===== src/hw/rtl/shg_pkg.sv =====
`default_nettype none

package shg_pkg;

  localparam int TIME_WIDTH_DEF = 32;
  localparam int NOW_W          = 32;
  localparam int PER_W          = 20;
  localparam int STEPS_W        = 16;
  localparam int REG_IDX_W      = 3;

  localparam logic [PER_W-1:0]   PERIOD_US_RST    = 20'd3822;
  localparam logic [STEPS_W-1:0] RETURN_STEPS_RST = 16'd200;
  localparam logic [PER_W-1:0]   CHECK_PERIOD_RST = 20'd1000;
  localparam logic [PER_W-1:0]   CHECK_HALF_RST   = 20'd500;
  localparam logic               START_DIR_RST    = 1'b0;

  typedef enum logic [REG_IDX_W-1:0] {
    REG_PERIOD_US    = 3'd0,
    REG_RETURN_STEPS = 3'd1,
    REG_CHECK_PERIOD = 3'd2,
    REG_CHECK_HALF   = 3'd3,
    REG_START_DIR    = 3'd4
  } cfg_reg_t;

  typedef enum logic {
    KIND_TICK  = 1'b0,
    KIND_START = 1'b1
  } kind_t;

  typedef struct packed {
    kind_t            kind;
    logic [NOW_W-1:0] now_us;
    logic             limit_hit;
  } in_t;

  typedef struct packed {
    logic step_out;
    logic dir_out;
    logic enable_out;
  } out_t;

  typedef struct packed {
    logic [REG_IDX_W-1:0] index;
    logic [PER_W-1:0]     wdata;
  } cfg_t;

  // control of the shared remainder unit
  typedef struct packed {
    logic clear;
    logic shift;
    logic bit_in;
  } rem_ctl_t;

endpackage

`default_nettype wire


===== src/hw/rtl/shg_if.sv =====
`default_nettype none

interface shg_in_if import shg_pkg::*; ();
  logic valid;
  logic ready;
  in_t  data;
  modport source (output valid, output data, input ready);
  modport sink (input valid, input data, output ready);
endinterface

interface shg_out_if import shg_pkg::*; ();
  logic valid;
  logic ready;
  out_t data;
  modport source (output valid, output data, input ready);
  modport sink (input valid, input data, output ready);
endinterface

interface shg_cfg_if import shg_pkg::*; ();
  logic valid;
  logic ready;
  cfg_t data;
  modport source (output valid, output data, input ready);
  modport sink (input valid, input data, output ready);
endinterface

`default_nettype wire


===== src/hw/rtl/stepper_homing_run_generator.sv =====
// Stepper homing run generator.
// in_item carries a start command or a time sample (kind, now_us, limit_hit);
// every accepted item yields exactly one result on out_item with the step,
// direction and enable levels. cfg takes register writes at any time it is
// valid (ready is always high); write it only while the block is idle.
// A start command, or a sample while no run is active, goes from S_IDLE
// straight to S_DONE, which loads the output register once it is free. A
// sample during a run passes S_STEP_DIV, S_STEP_UPD, S_CHK_DIV, S_CHK_UPD and
// S_DONE: one bit-serial remainder unit works out now mod period_us, one time
// bit per cycle, the step update is applied, then the unit works out now mod
// check_period and the limit-check update is applied.
// in_item is ready only while no item is in work, so one item at a time.
// A finished result sits in the output register; the next item is taken
// while it waits, and that item's result is held back until out_item takes
// the earlier one. Reset (rst, synchronous) stops any run, clears all
// levels and the pending result, and restores the register defaults.
`default_nettype none

module stepper_homing_run_generator import shg_pkg::*; #(
  parameter int TIME_WIDTH = TIME_WIDTH_DEF
) (
  input  logic         clk,
  input  logic         rst,
  shg_in_if.sink       in_item,
  shg_out_if.source    out_item,
  shg_cfg_if.sink      cfg
);

  localparam int SER_W = (TIME_WIDTH < NOW_W) ? TIME_WIDTH : NOW_W;
  localparam int CNT_W = $clog2(SER_W);
  localparam logic [CNT_W-1:0] CNT_LAST = CNT_W'(SER_W - 1);

  typedef enum logic [2:0] {
    S_IDLE,
    S_STEP_DIV,
    S_STEP_UPD,
    S_CHK_DIV,
    S_CHK_UPD,
    S_DONE
  } state_t;

  state_t state;

  logic [PER_W-1:0]   period_us;
  logic [STEPS_W-1:0] return_steps;
  logic [PER_W-1:0]   check_period;
  logic [PER_W-1:0]   check_half;
  logic               start_dir;

  logic               running;
  logic               step_level;
  logic               direction;
  logic               check_phase;
  logic [STEPS_W-1:0] steps_left;

  logic [SER_W-1:0]   t_shift;
  logic               limit_q;
  logic [CNT_W-1:0]   cnt;
  logic               out_valid;
  out_t               out_data;

  rem_ctl_t           rem_ctl;
  logic [PER_W-1:0]   divisor;
  logic [PER_W-1:0]   rem;
  logic [PER_W-1:0]   step_div;
  logic [PER_W-1:0]   chk_div;
  logic               want;
  logic               cwant;
  logic [STEPS_W-1:0] steps_dec;
  logic               in_xfer;

  assign in_xfer        = in_item.valid && in_item.ready;
  assign in_item.ready  = (state == S_IDLE);
  assign cfg.ready      = 1'b1;
  assign out_item.valid = out_valid;
  assign out_item.data  = out_data;

  // a zero period behaves as a period of one
  assign step_div = (period_us == '0) ? PER_W'(1) : period_us;
  assign chk_div  = (check_period == '0) ? PER_W'(1) : check_period;
  assign divisor  = (state == S_CHK_DIV) ? chk_div : step_div;

  assign rem_ctl.clear  = in_xfer || (state == S_STEP_UPD);
  assign rem_ctl.shift  = (state == S_STEP_DIV) || (state == S_CHK_DIV);
  assign rem_ctl.bit_in = t_shift[SER_W-1];

  assign want      = (rem <= (period_us >> 1));
  assign cwant     = (rem <= check_half);
  assign steps_dec = steps_left - STEPS_W'(1);

  shg_rem_unit u_rem (
    .clk     (clk),
    .ctl     (rem_ctl),
    .divisor (divisor),
    .rem     (rem)
  );

  always_ff @(posedge clk) begin
    if (rst) begin
      state        <= S_IDLE;
      period_us    <= PERIOD_US_RST;
      return_steps <= RETURN_STEPS_RST;
      check_period <= CHECK_PERIOD_RST;
      check_half   <= CHECK_HALF_RST;
      start_dir    <= START_DIR_RST;
      running      <= 1'b0;
      step_level   <= 1'b0;
      direction    <= 1'b0;
      check_phase  <= 1'b0;
      steps_left   <= '0;
      out_valid    <= 1'b0;
    end else begin
      if (cfg.valid) begin
        unique case (cfg.data.index)
          REG_PERIOD_US:    period_us    <= cfg.data.wdata;
          REG_RETURN_STEPS: return_steps <= cfg.data.wdata[STEPS_W-1:0];
          REG_CHECK_PERIOD: check_period <= cfg.data.wdata;
          REG_CHECK_HALF:   check_half   <= cfg.data.wdata;
          REG_START_DIR:    start_dir    <= cfg.data.wdata[0];
          default: ;
        endcase
      end

      if (out_valid && out_item.ready && (state != S_DONE)) begin
        out_valid <= 1'b0;
      end

      unique case (state)
        S_IDLE: begin
          if (in_item.valid) begin
            t_shift <= in_item.data.now_us[SER_W-1:0];
            limit_q <= in_item.data.limit_hit;
            cnt     <= CNT_LAST;
            if (in_item.data.kind == KIND_START) begin
              running     <= 1'b1;
              step_level  <= 1'b0;
              check_phase <= 1'b0;
              direction   <= start_dir;
              steps_left  <= return_steps;
              state       <= S_DONE;
            end else if (running) begin
              state <= S_STEP_DIV;
            end else begin
              state <= S_DONE;
            end
          end
        end
        S_STEP_DIV: begin
          // rotate so the time word is back in place after a full pass
          t_shift <= {t_shift[SER_W-2:0], t_shift[SER_W-1]};
          cnt     <= cnt - CNT_W'(1);
          if (cnt == '0) begin
            state <= S_STEP_UPD;
          end
        end
        S_STEP_UPD: begin
          cnt <= CNT_LAST;
          if (want != step_level) begin
            if (direction != start_dir) begin
              steps_left <= steps_dec;
              if (steps_dec == '0) begin
                running     <= 1'b0;
                step_level  <= 1'b0;
                check_phase <= 1'b0;
              end else begin
                step_level <= want;
              end
            end else begin
              step_level <= want;
            end
          end
          state <= S_CHK_DIV;
        end
        S_CHK_DIV: begin
          t_shift <= {t_shift[SER_W-2:0], t_shift[SER_W-1]};
          cnt     <= cnt - CNT_W'(1);
          if (cnt == '0) begin
            state <= S_CHK_UPD;
          end
        end
        S_CHK_UPD: begin
          if (cwant != check_phase) begin
            check_phase <= cwant;
            // reversal on a rising check edge while the limit is hit, once per run
            if (cwant && (direction == start_dir) && limit_q) begin
              direction <= ~start_dir;
            end
          end
          state <= S_DONE;
        end
        S_DONE: begin
          if (!out_valid || out_item.ready) begin
            out_valid           <= 1'b1;
            out_data.step_out   <= step_level;
            out_data.dir_out    <= direction;
            out_data.enable_out <= running;
            state               <= S_IDLE;
          end
        end
        default: state <= S_IDLE;
      endcase
    end
  end

  a_start_loads: assert property (@(posedge clk) disable iff (rst)
    (in_xfer && (in_item.data.kind == KIND_START)) |=>
      (running && (steps_left == $past(return_steps)) && (direction == $past(start_dir))))
    else $error("start did not load the run state");

  a_step_rem_range: assert property (@(posedge clk) disable iff (rst)
    (state == S_STEP_UPD) |-> (rem < step_div))
    else $error("step remainder not below period");

  a_chk_rem_range: assert property (@(posedge clk) disable iff (rst)
    (state == S_CHK_UPD) |-> (rem < chk_div))
    else $error("check remainder not below check period");

  a_stop_reversed: assert property (@(posedge clk) disable iff (rst)
    (!$past(rst) && $fell(running)) |-> (direction != start_dir))
    else $error("run stopped without a reversal");

  a_busy_after_take: assert property (@(posedge clk) disable iff (rst)
    in_xfer |=> (state != S_IDLE))
    else $error("item taken but block still idle");

endmodule

`default_nettype wire


===== src/hw/rtl/shg_rem_unit.sv =====
`default_nettype none

// restoring remainder, one dividend bit per cycle while shift is set, msb first
module shg_rem_unit import shg_pkg::*; (
  input  logic             clk,
  input  rem_ctl_t         ctl,
  input  logic [PER_W-1:0] divisor,
  output logic [PER_W-1:0] rem
);

  logic [PER_W:0]   trial;
  logic [PER_W:0]   diff;
  logic [PER_W-1:0] rem_next;

  always_comb begin
    trial = {rem, ctl.bit_in};
    diff  = trial - {1'b0, divisor};
    if (trial >= {1'b0, divisor}) begin
      rem_next = diff[PER_W-1:0];
    end else begin
      rem_next = trial[PER_W-1:0];
    end
  end

  always_ff @(posedge clk) begin
    if (ctl.clear) begin
      rem <= '0;
    end else if (ctl.shift) begin
      rem <= rem_next;
    end
  end

endmodule

`default_nettype wire

===== src/flat_wrapper.sv =====
// flat-port wrapper written by rule: the top's interface ports become plain ports
module stepper_homing_run_generator_flat import shg_pkg::*;
#(
  parameter int TIME_WIDTH = TIME_WIDTH_DEF
)
  (clk, rst, in_item_valid, in_item_data, in_item_ready, out_item_valid, out_item_data, out_item_ready, cfg_valid, cfg_data, cfg_ready);
  shg_in_if in_item_i ();
  shg_out_if out_item_i ();
  shg_cfg_if cfg_i ();
  input  logic clk;
  input  logic rst;
  input wire logic [$bits(in_item_i.valid)-1:0] in_item_valid;
  input wire logic [$bits(in_item_i.data)-1:0] in_item_data;
  output wire logic [$bits(in_item_i.ready)-1:0] in_item_ready;
  output wire logic [$bits(out_item_i.valid)-1:0] out_item_valid;
  output wire logic [$bits(out_item_i.data)-1:0] out_item_data;
  input wire logic [$bits(out_item_i.ready)-1:0] out_item_ready;
  input wire logic [$bits(cfg_i.valid)-1:0] cfg_valid;
  input wire logic [$bits(cfg_i.data)-1:0] cfg_data;
  output wire logic [$bits(cfg_i.ready)-1:0] cfg_ready;
  assign in_item_i.valid = in_item_valid;
  assign in_item_i.data = in_item_data;
  assign in_item_ready = in_item_i.ready;
  assign out_item_valid = out_item_i.valid;
  assign out_item_data = out_item_i.data;
  assign out_item_i.ready = out_item_ready;
  assign cfg_i.valid = cfg_valid;
  assign cfg_i.data = cfg_data;
  assign cfg_ready = cfg_i.ready;
  stepper_homing_run_generator #(.TIME_WIDTH(TIME_WIDTH)) u_core (.clk(clk), .rst(rst), .in_item(in_item_i), .out_item(out_item_i), .cfg(cfg_i));
endmodule

===== config.mk =====
export PLATFORM = sky130hd
export DESIGN_NAME = stepper_homing_run_generator_flat
export DESIGN_NICKNAME = d
export VERILOG_FILES = /design/src/hw/rtl/shg_pkg.sv /design/src/hw/rtl/shg_if.sv /design/src/hw/rtl/stepper_homing_run_generator.sv /design/src/hw/rtl/shg_rem_unit.sv /design/src/flat_wrapper.sv
export SDC_FILE = /design/constraint.sdc
export NUM_CORES = 1
export LEC_CHECK = 0
export BUFFER_PORTS_ARGS = -buffer_cell sky130_fd_sc_hd__buf_2
export CAP_MARGIN = 20
export CORE_MARGIN = 8
export CORE_UTILIZATION = 60
export DETAILED_ROUTE_END_ITERATION = 10
export MAX_ROUTING_LAYER = met4
export PLACE_DENSITY = 0.84
export SYNTH_ARGS = -nofsm -noshare
export SYNTH_HDL_FRONTEND = slang
export SYNTH_SLANG_ARGS = --single-unit

===== constraint.sdc =====
create_clock -name clk -period 5.1 [get_ports clk]
set_input_delay 0.255 -clock clk [delete_from_list [all_inputs] [get_ports clk]]
set_output_delay 0.255 -clock clk [all_outputs]
set_load 0.005 [all_outputs]

==> results by group, run 1 <==
Status
  – Status: completed

Synth
  – Leading area contributor after synthesis: dfxtp_1
  – Mapped Cells: 1124
  – Post-synth EDFFs: 41
  – Main area contributors after synthesis: dfxtp_1 (26%), edfxtp_1 (13%), nand2_1 (11%), ha_1 (8.5%), a21oi_1 (6.2%)
  – Synth Flop Type: dfxtp_1
  – Synthesized flop and latch total: 162
  – Top-count cell post-synth: nand2_1
  – Post-synthesis net count: 1249
  – Cell Area, Synth: 9150 sq um
  – Asr flop ratio synth: 0%
  – Sequential area share after synthesis: between 30% and 40%
  – Post-synth top area share: 26.5%
  – Mean Syn Cell Area: 8.14 sq um
  – Yosys Warn Count: 0
  – Yosys cell types: 73
  – Synth cell count leaders: nand2_1 (278), dfxtp_1 (121), a21oi_1 (113)

Timing
  – Slew Limit Headroom: 24.6%
  – Fin. max-slew vios: 0
  – Final min period: 4350 ps
  – Clock Skews: 10.5 ps
  – Max frequency: 230 MHz
  – Setup TNS: 0 ps
  – Final period utilization: 85.3%
  – Worst Hold Slack: 73.5 ps
  – # setup viols final: 0
  – Worst Tran Pin Value: roughly 1100 ps
  – RSZ-0062 raised after global routing: no
  – Final Hold Viols: 0

GRT
  – Largest net degree at the start of global routing: 77
  – Global-route wire length before repair: 39.4 mm
  – Number of global-route vias before repair: between 7000 and 8000
  – GR Util All Layers: 25.6%
  – Antenna violations before repair: 0
  – Total grt overflow: 0

Clock tree
  – CTS tree: built
  – Post-CTS sizing: 0
  – Clock Latency Late Sink: between 400 and 500 ps
  – Post-CTS setup buffers: 0
  – Longest Clk Path Bufs: 2
  – Htree depth: 4
  – Clock transition at the registers of the reported paths: 60 ps
  – CTS Root Cell: clkbuf_16
  – TritonCTS Buffers: 17
  – Clock sink count: 162

Detailed routing
  – Metal3 WL: about 1.5 mm
  – Post-Route WL: 24.2 mm
  – ANT nets after route: 0
  – DR iter-0 viols: 877
  – Vias per cell: 6.12
  – Top layer in use: met4
  – WL met2: 11.2 mm
  – Pre-antenna DRT Iters: 5
  – Via count: 8328
  – WL met1: around 10 mm
  – Drt drc: 0
  – WL per Instance: 17.8 um

Placed design
  – Port buffer count: between 60 and 70
  – Final RePlAce weighted congestion: roughly 0.98
  – HPWL Detailed: 17.1 mm

Floorplanning
  – Top-Level Pins: 68
  – Die W: 140 um
  – Die H: ~140 um
  – Core area: 15000 sq um
  – Cell Rows: 45
  – Die area: 19500 sq um
  – Initial core utilization: about three fifths

Worst hold path
  – HP Class: in2reg

Power
  – Total power: 0.00477 W
  – Leak: 4.36 nW
  – Max VDD drop: around 0.28 mV
  – PD cells: 469 nW/um^2

Finish
  – Final net count: 1285
  – Area Growth Syn to Fin: 11.2%
  – Diode count: 0
  – Share of layout cells above drive strength 1: 10.6%

Worst setup path
  – Crit path arrival time: 4720 ps
  – CP max FO: 23
  – Req. time, crit path: between 5000 and 6000 ps
  – CP Launch Type: flop
  – Critical path type: reg2reg
  – Crit end category: flop

Job
  – Number of max-cap violations: 0
through the flow:
step           setup WS [ps]  utilization (%)  cell area [sq um]  instances
4_1_cts                  836             67.6              10200       1360
3_3_place_gp            1000             63.5               9550       1327
6_report                 750             67.7              10200       1361
2_1_floorplan            992                -               9150       1124
3_5_place_dp             889             63.5               9550       1327
5_1_grt                  444             67.7              10200       1361
critical path, cell delays in order (launching register included):
cell and delay [ps]:
dfxtp_1 530, nor2b_4 220, nand2_1 90, a31oi_1 700, a22oi_1 150, ha_1 510
and3_1 210, nor2b_1 280, o311a_1 240, o211ai_1 140, a31o_2 430, or4b_2 700
nand2_1 80
cells by family after synthesis:
logic type / share of synthesized area [%]
flip-flops: 39.9
AND/OR/NAND/NOR: 23.1
other: 0.0410
AO/OA/AOI/OAI: 18.2
XOR/XNOR: 2.11
buffers and inverters: 4.70
multiplexers: 3.21
adder cells (fa/ha/maj): 8.70
report_power, final:
| part | switching, W | internal (W) | total (W) |
|---|---|---|---|
| clock network | 0.000521 | 0.000809 | 0.00133 |
| registers | 0.000213 | 0.00147 | 0.00168 |
| logic | 0.00103 | 0.000736 | 0.00176 |
| total | 0.00176 | 0.00301 | 0.00477 |
layout by cell type (no fill, tap or decap), types with 11 or more instances in the layout:
master,Yosys,routed
nor4_1,13,13
inv_1,54,54
a21oi_1,113,113
nor2_1,51,51
clkbuf_16,0,17
nand2_1,278,278
o211ai_1,16,16
edfxtp_1,41,41
dfxtp_1,121,121
buf_2,5,66
nand4_1,16,16
mux2i_1,26,26
nor3_1,16,16
nand2b_1,11,11
o21ai_0,39,39
xnor2_1,13,13
nand3_1,33,33
a21o_1,19,19
ha_1,62,62
path summary, 6_finish.rpt:
kind | endpoint | start | slack (ps) | cells after the start
worst max-delay path | u_core.u_rem.rem[19] | u_core.state[0] | 750 | 12
worst min-delay path | u_core.check_half[17] | cfg_data[17] | 70 | 3
worst max register to register | u_core.u_rem.rem[19] | u_core.state[0] | 750 | 12
worst min register to register | u_core.check_half[13] | u_core.check_half[13] | 460 | 2
timing repair:
action | in CTS | in global routing
hold buffers | 1 | 0
setup endpoints to repair | 0 | 0
endpoints found under the hold margin | 1 | 0
sequential cells by signal, indices dropped and copies added, names as in the netlist:
signal,count
u_core.u_rem.rem,20
u_core.limit_q,1
u_core.steps_left,16
u_core.step_level,1
u_core.running,1
u_core.check_phase,1
u_core.direction,1
u_core.cnt,5
u_core.return_steps,16
u_core.period_us,20
u_core.out_item.valid,1
u_core.start_dir,1
u_core.state,3
u_core.out_item.data,3
u_core.check_period,20
u_core.check_half,20
u_core.t_shift,32
layer usage:
layer	track usage (%)	vias to the layer above
li1	-	4028
met1	30.7	3887
met2	40.4	324
met3	5.20	89
met4	13.0	0
met5	-	-
layout make-up:
class / count / area (sq um)
clock buffer: 23 / 478
clock inverter: 9 / 129
fill: 1265 / 4860
inverter: 54 / 203
multi-input combinational: 850 / 5070
sequential: 162 / 3650
tap: 188 / 235
timing repair buffer: 75 / 400
Power figures use the tool's default switching activity.
==> run 2, diff against run 1 <==
==> constraint.sdc (replaced) <==
create_clock -name clk -period 5.1 [get_ports clk]
set_input_delay 0.51 -clock clk [delete_from_list [all_inputs] [get_ports clk]]
set_output_delay 0.51 -clock clk [all_outputs]
set_load 0.005 [all_outputs]
==> results by group, run 2 (synthesized netlist as in run 1, its figures left out) <==
Timing
  – Final Hold Viols: 0 (unchanged)
  – Fin. max-slew vios: 0 (unchanged)
  – Final min period: 4340 ps (-14.3 ps)
  – Clock Skews: 10.6 ps (+0.142 ps)
  – Max frequency: 231 MHz (+0.33%)
  – RSZ-0062 raised after global routing: no
  – Setup TNS: 0 ps (unchanged)
  – Final period utilization: 85.0% (-0.28 points)
  – Slew Limit Headroom: 34.1% (+9.5 points)
  – # setup viols final: 0 (unchanged)
  – Worst Tran Pin Value: 987 ps (-144 ps)

Power
  – Leak: 4.40 nW (+0.87%)
  – Max VDD drop: 0.288 mV (+2.0%)
  – Total power: 0.00490 W (+2.7%)
  – PD cells: 477 nW/um^2 (+1.6%)

Worst setup path
  – Delay of the slowest critical-path stage: 700 ps (about the same)
  – CP Depth: 12 (unchanged)
  – FF-to-FF path depth: 12 (unchanged)
  – Critical path type: reg2reg
  – Crit end category: flop
  – Reg2reg setup slack: 760 ps (about the same)
  – Worst reg2reg startpoint: u_core.state[0]
  – Crit-path most repeated cell: nand2_1
  – CP max FO: 23 (unchanged)
  – Crit path cell chain: nor2b_4 > nand2_1 > a31oi_1 > a22oi_1 > ha_1 > and3_1 > nor2b_1 > o311a_1 > o211ai_1 > a31o_2 > or4b_2 > nand2_1
  – Req. time, crit path: 5480 ps (about the same)
  – Slowest CP cell: or4b_2
  – CP Launch Type: flop
  – Reg-to-reg critical path endpoint: u_core.u_rem.rem[19]
  – Worst path top cell family by delay: compound AO/OA/AOI/OAI gates
  – Crit path arrival time: 4720 ps (about the same)
  – Buf+Inv Stages, Crit Path: 0 (unchanged)

Clock tree
  – Htree depth: 4 (unchanged)
  – Longest Clk Path Bufs: 2 (unchanged)
  – Clock Latency Late Sink: 440 ps (about the same)
  – Post-CTS setup buffers: 0 (unchanged)
  – CTS Hold Buffers Added: 0 (-1)
  – TritonCTS Buffers: 17 (unchanged)
  – Post-CTS sizing: 0 (unchanged)
  – CTS tree: built
  – Clock sink count: 162 (unchanged)
  – Clock transition at the registers of the reported paths: 60 ps (about the same)
  – CTS Root Cell: clkbuf_16

Placed design
  – Port buffer count: 66 (unchanged)
  – HPWL Detailed: 16.8 mm (-1.7%)
  – Placed cell area: 9550 sq um (unchanged)
  – Final RePlAce weighted congestion: 0.911 (-6.6%)

Detailed routing
  – DR iter-0 viols: 778 (-11%)
  – Drt drc: 0 (unchanged)
  – Pre-antenna DRT Iters: 6 (+1)
  – Post-Route WL: 24.0 mm (-0.75%)
  – Via count: 8261 (-0.80%)
  – ANT nets after route: 0 (unchanged)
  – Vias per cell: 6.07 (-0.80%)
  – WL per Instance: 17.6 um (-0.75%)

Finish
  – Reg with most FFs: u_core.t_shift
  – Final net count: 1285 (unchanged)
  – Share of layout cells above drive strength 1: 10.8% (+0.26 points)
  – Most common cell after layout, fill and taps aside: nand2_1
  – Max FFs per register: 32 (unchanged)
  – Area Growth Syn to Fin: 12.3%
  – Diode count: 0 (unchanged)
  – Leading cell types in the layout, fill and taps excluded: nand2_1 (278), dfxtp_1 (121), a21oi_1 (113)
  – Final instance area: 10300 sq um (+1.0%)

Floorplanning
  – Core area: 15000 sq um (unchanged)
  – Cell Rows: 45 (unchanged)
  – Die H: 140 um (unchanged)
  – Top-Level Pins: 68 (unchanged)
  – Initial core utilization: 60.9% (unchanged)
  – Die W: 140 um (unchanged)
  – Die area: 19500 sq um (unchanged)

GRT
  – Total grt overflow: 0 (unchanged)
  – GR Util All Layers: 25.5% (-0.12 points)
  – Number of global-route vias before repair: 7838 (-1.8%)
  – Antenna violations before repair: 0 (unchanged)
  – Largest net degree at the start of global routing: 77 (unchanged)
  – Global-route wire length before repair: 39.1 mm (-0.68%)

Worst hold path
  – Hold_sp: in_item_data[0]
  – HP Class: in2reg
  – Endpoint, Worst Hold: u_core.limit_q
  – Hold depth: 1 (-2)

Job
  – Number of max-cap violations: 0 (unchanged)

Status
  – Status: completed
## run 2: changes by cell type in the layout (fill, tap and decap cells not counted), sizes merged
cell,change
clkinvlp,+2
bufinv,+1
inv,+1
dlygate4sd3,-1
buf,+1
clkinv,-4
## run 2: layer usage
metal  part of all wire, %  global-route usage [%]  up-vias
met3                   6.2                    5.27       78
met1                    43                    30.4     3831
met4                   4.2                    13.1        0
met5                     0                       -        -
met2                    47                    40.3      319
li1                      -                       -     4033
## run 2: report_power, final
part	internal, W	switching [W]	leakage [nW]
Sequential	0.00147	0.000199	1.37
Combinational	0.000739	0.00102	2.70
Clock	0.000938	0.000538	0.332
## run 2: per-stage QoR
| step | setup slack, ps | utilization (%) | hold WS [ps] | cells |
|---|---|---|---|---|
| after floorplan | 992 | - | 423 | 1124 |
| after detailed placement | 879 | 63.5 | 447 | 1327 |
| after CTS | 850 | 68.1 | 249 | 1359 |
| final | 764 | 68.3 | 258 | 1361 |
| after global routing | 445 | 68.3 | 246 | 1361 |
| after global placement | 962 | 63.5 | 442 | 1327 |
## run 2: worst max path at each step
stage | from | end
final | u_core.state[0] | u_core.u_rem.rem[19]
after global routing | u_core.state[0] | u_core.u_rem.rem[19]
after CTS | u_core.state[0] | u_core.u_rem.rem[19]
after detailed placement | u_core.state[0] | u_core.u_rem.rem[19]
after global placement | u_core.state[0] | u_core.u_rem.rem[19]
after floorplan | u_core.state[0] | u_core.u_rem.rem[19]
## run 2: area by class of cell
cell class / instances / area, sq um
Timing Repair Buffer: 75 / 418
Inverter: 54 / 203
Multi-Input combinational cell: 850 / 5070
Clock buffer: 23 / 532
Clock inverter: 9 / 159
Sequential cell: 162 / 3650
Tap cell: 188 / 235
Fill cell: 1243 / 4760
==> run 3, diff against run 2 <==
--- a/config.mk
+++ b/config.mk
@@ -11,7 +11,7 @@
 export CORE_UTILIZATION = 60
 export DETAILED_ROUTE_END_ITERATION = 10
 export MAX_ROUTING_LAYER = met4
-export PLACE_DENSITY = 0.84
+export PLACE_DENSITY = 0.81
 export SYNTH_ARGS = -nofsm -noshare
 export SYNTH_HDL_FRONTEND = slang
 export SYNTH_SLANG_ARGS = --single-unit
==> results by group, run 3 (synthesized netlist as in run 1, its figures left out) <==
Power
  – Leak: 4.34 nW (-1.4%)
  – Max VDD drop: 0.343 mV (+19%)
  – Clock power share: 27.0% (-3.1 points)
  – P_int: 0.00293 W (-6.9%)
  – Comb pwr share: 37.2% (+1.4 points)
  – Switch share: 37.5% (+1.7 points)
  – PD cells: 462 nW/um^2 (-3.1%)
  – NetSw: 0.00176 W (+0.34%)
  – Flop pwr share: 35.8% (+1.8 points)

Detailed routing
  – Pre-antenna DRT Iters: 6 (unchanged)
  – Drt drc: 0 (unchanged)
  – Via count: 8317 (+0.68%)
  – WL per Instance: 17.5 um (-0.94%)
  – Post-Route WL: 23.8 mm (-0.94%)
  – DR iter-0 viols: 653 (-16%)
  – ANT nets after route: 0 (unchanged)
  – Vias per cell: 6.11 (+0.68%)

Clock tree
  – Htree depth: 4 (unchanged)
  – Clock sink count: 162 (unchanged)
  – CTS tree: built
  – CTS Root Cell: clkbuf_16
  – Clock Latency Late Sink: 430 ps (about the same)
  – Post-CTS sizing: 0 (unchanged)
  – TritonCTS Buffers: 17 (unchanged)
  – CTS Hold Buffers Added: 0 (unchanged)
  – Clock transition at the registers of the reported paths: 60 ps (about the same)
  – Longest Clk Path Bufs: 2 (unchanged)
  – Post-CTS setup buffers: 0 (unchanged)

Timing
  – Slew Limit Headroom: 27.9% (-6.2 points)
  – Clock Skews: 8.52 ps (-2.12 ps)
  – Max frequency: 227 MHz (-1.6%)
  – RSZ-0062 raised after global routing: no
  – Final period utilization: 86.4% (+1.4 points)
  – # setup viols final: 0 (unchanged)
  – Worst Tran Pin Value: 1080 ps (+94.7 ps)
  – Worst setup margin: 693 ps (-71.5 ps)
  – Final Hold Viols: 0 (unchanged)
  – Fin. max-slew vios: 0 (unchanged)
  – Final min period: 4410 ps (+71.5 ps)
  – Setup TNS: 0 ps (unchanged)

Floorplanning
  – Die H: 140 um (unchanged)
  – Core area: 15000 sq um (unchanged)
  – Cell Rows: 45 (unchanged)
  – Die area: 19500 sq um (unchanged)
  – Initial core utilization: 60.9% (unchanged)
  – Top-Level Pins: 68 (unchanged)
  – Die W: 140 um (unchanged)

Worst setup path
  – Reg2reg setup slack: 690 ps (-70 ps)
  – Reg-to-reg critical path endpoint: u_core.u_rem.rem[19]
  – Crit-path most repeated cell: nand2_1
  – Crit end category: flop
  – Slowest CP cell: a31oi_1
  – FF-to-FF path depth: 12 (unchanged)
  – CP Launch Type: flop
  – Delay of the slowest critical-path stage: 700 ps (about the same)
  – Req. time, crit path: 5470 ps (about the same)
  – Critical path type: reg2reg
  – Worst reg2reg startpoint: u_core.state[0]
  – Crit path cell chain: nor2b_4 > nand2_1 > a31oi_1 > a22oi_1 > ha_1 > and3_1 > nor2b_1 > o311a_1 > o211ai_1 > a31o_2 > or4b_2 > nand2_1
  – Crit path arrival time: 4780 ps (+60 ps)
  – CP max FO: 23 (unchanged)

Finish
  – Leading cell types in the layout, fill and taps excluded: nand2_1 (278), dfxtp_1 (121), a21oi_1 (113)
  – Final net count: 1285 (unchanged)
  – Final instance area: 10100 sq um (-1.2%)
  – Fill cell count: 1240 (-0.24%)
  – Most common cell after layout, fill and taps aside: nand2_1
  – Diode count: 0 (unchanged)
  – Reg with most FFs: u_core.t_shift
  – Share of layout cells above drive strength 1: 10.7% (-0.085 points)
  – Max FFs per register: 32 (unchanged)
  – Area Growth Syn to Fin: 10.9%

GRT
  – GR Util All Layers: 25.4% (-0.049 points)
  – Antenna violations before repair: 0 (unchanged)
  – Largest net degree at the start of global routing: 78 (+1.3%)
  – Global-route wire length before repair: 39.4 mm (+0.79%)
  – Total grt overflow: 0 (unchanged)
  – Number of global-route vias before repair: 8050 (+2.7%)

Status
  – Status: completed

Worst hold path
  – Endpoint, Worst Hold: u_core.limit_q
  – Hold_sp: in_item_data[0]
  – Hold depth: 1 (unchanged)
  – HP Class: in2reg

Placed design
  – Placed cell area: 9560 sq um (about the same)
  – HPWL Detailed: 17.2 mm (+2.5%)
  – Port buffer count: 66 (unchanged)
  – Place WS: 782 ps (-96.9 ps)
  – Final RePlAce weighted congestion: 0.962 (+5.6%)

Job
  – Number of max-cap violations: 0 (unchanged)
[run 3: how the worst max path moves through the flow]
| stage | start | endpoint | slack (ps) | cells after the start |
|---|---|---|---|---|
| floorplan | u_core.state[0] | u_core.u_rem.rem[19] | 990 | 16 |
| global placement | u_core.state[0] | u_core.u_rem.rem[19] | 990 | 12 |
| detailed placement | u_core.state[0] | u_core.u_rem.rem[19] | 780 | 12 |
| CTS | u_core.state[0] | u_core.u_rem.rem[19] | 780 | 12 |
| global route | u_core.state[0] | u_core.u_rem.rem[19] | 350 | 12 |
| finish | u_core.state[0] | u_core.u_rem.rem[19] | 690 | 12 |
[run 3: layout make-up]
type	instances	area, sq um	share of cell area [%]
clock inverter	14	156	1.54
multi-input combinational	850	5070	50.0
tap	188	235	2.32
clock buffer	18	429	4.23
inverter	54	203	2.00
sequential	162	3650	36.0
timing repair buffer	75	398	3.92
[run 3: through the flow]
stage                     cells  power, W  hold slack [ps]  utilization (%)
after global placement     1328   0.00336              443             63.6
after CTS                  1360   0.00468              257             67.5
final                      1361   0.00469              263             67.5
after global routing       1361   0.00497              258             67.5
after floorplan            1124   0.00297              423                -
after detailed placement   1328   0.00340              447             63.6
[run 3: power groups by stage]
| stage | Clock, W | Combinational [W] | Sequential [W] |
|---|---|---|---|
| floorplan | 0 | 0.00138 | 0.00159 |
| global placement | 0 | 0.00167 | 0.00169 |
| detailed placement | 0 | 0.00171 | 0.00169 |
| CTS | 0.00128 | 0.00172 | 0.00167 |
| global route | 0.00134 | 0.00194 | 0.00169 |
| finish | 0.00127 | 0.00174 | 0.00168 |
[run 3: worst max-delay path, delay by kind of cell (launching register included)]
kind / cells / cell delay (ps)
adders and majority gates: 1 / 520
AOI/OAI and AO/OA: 5 / 1720
and+or+nand+nor: 6 / 1600
DFF: 1 / 520
[run 3: routing by layer]
layer	GRT usage, %	part of all wire, %
met1	29.8	42
met2	40.7	47
met3	5.51	6.6
met4	13.0	4.6
met5	-	0
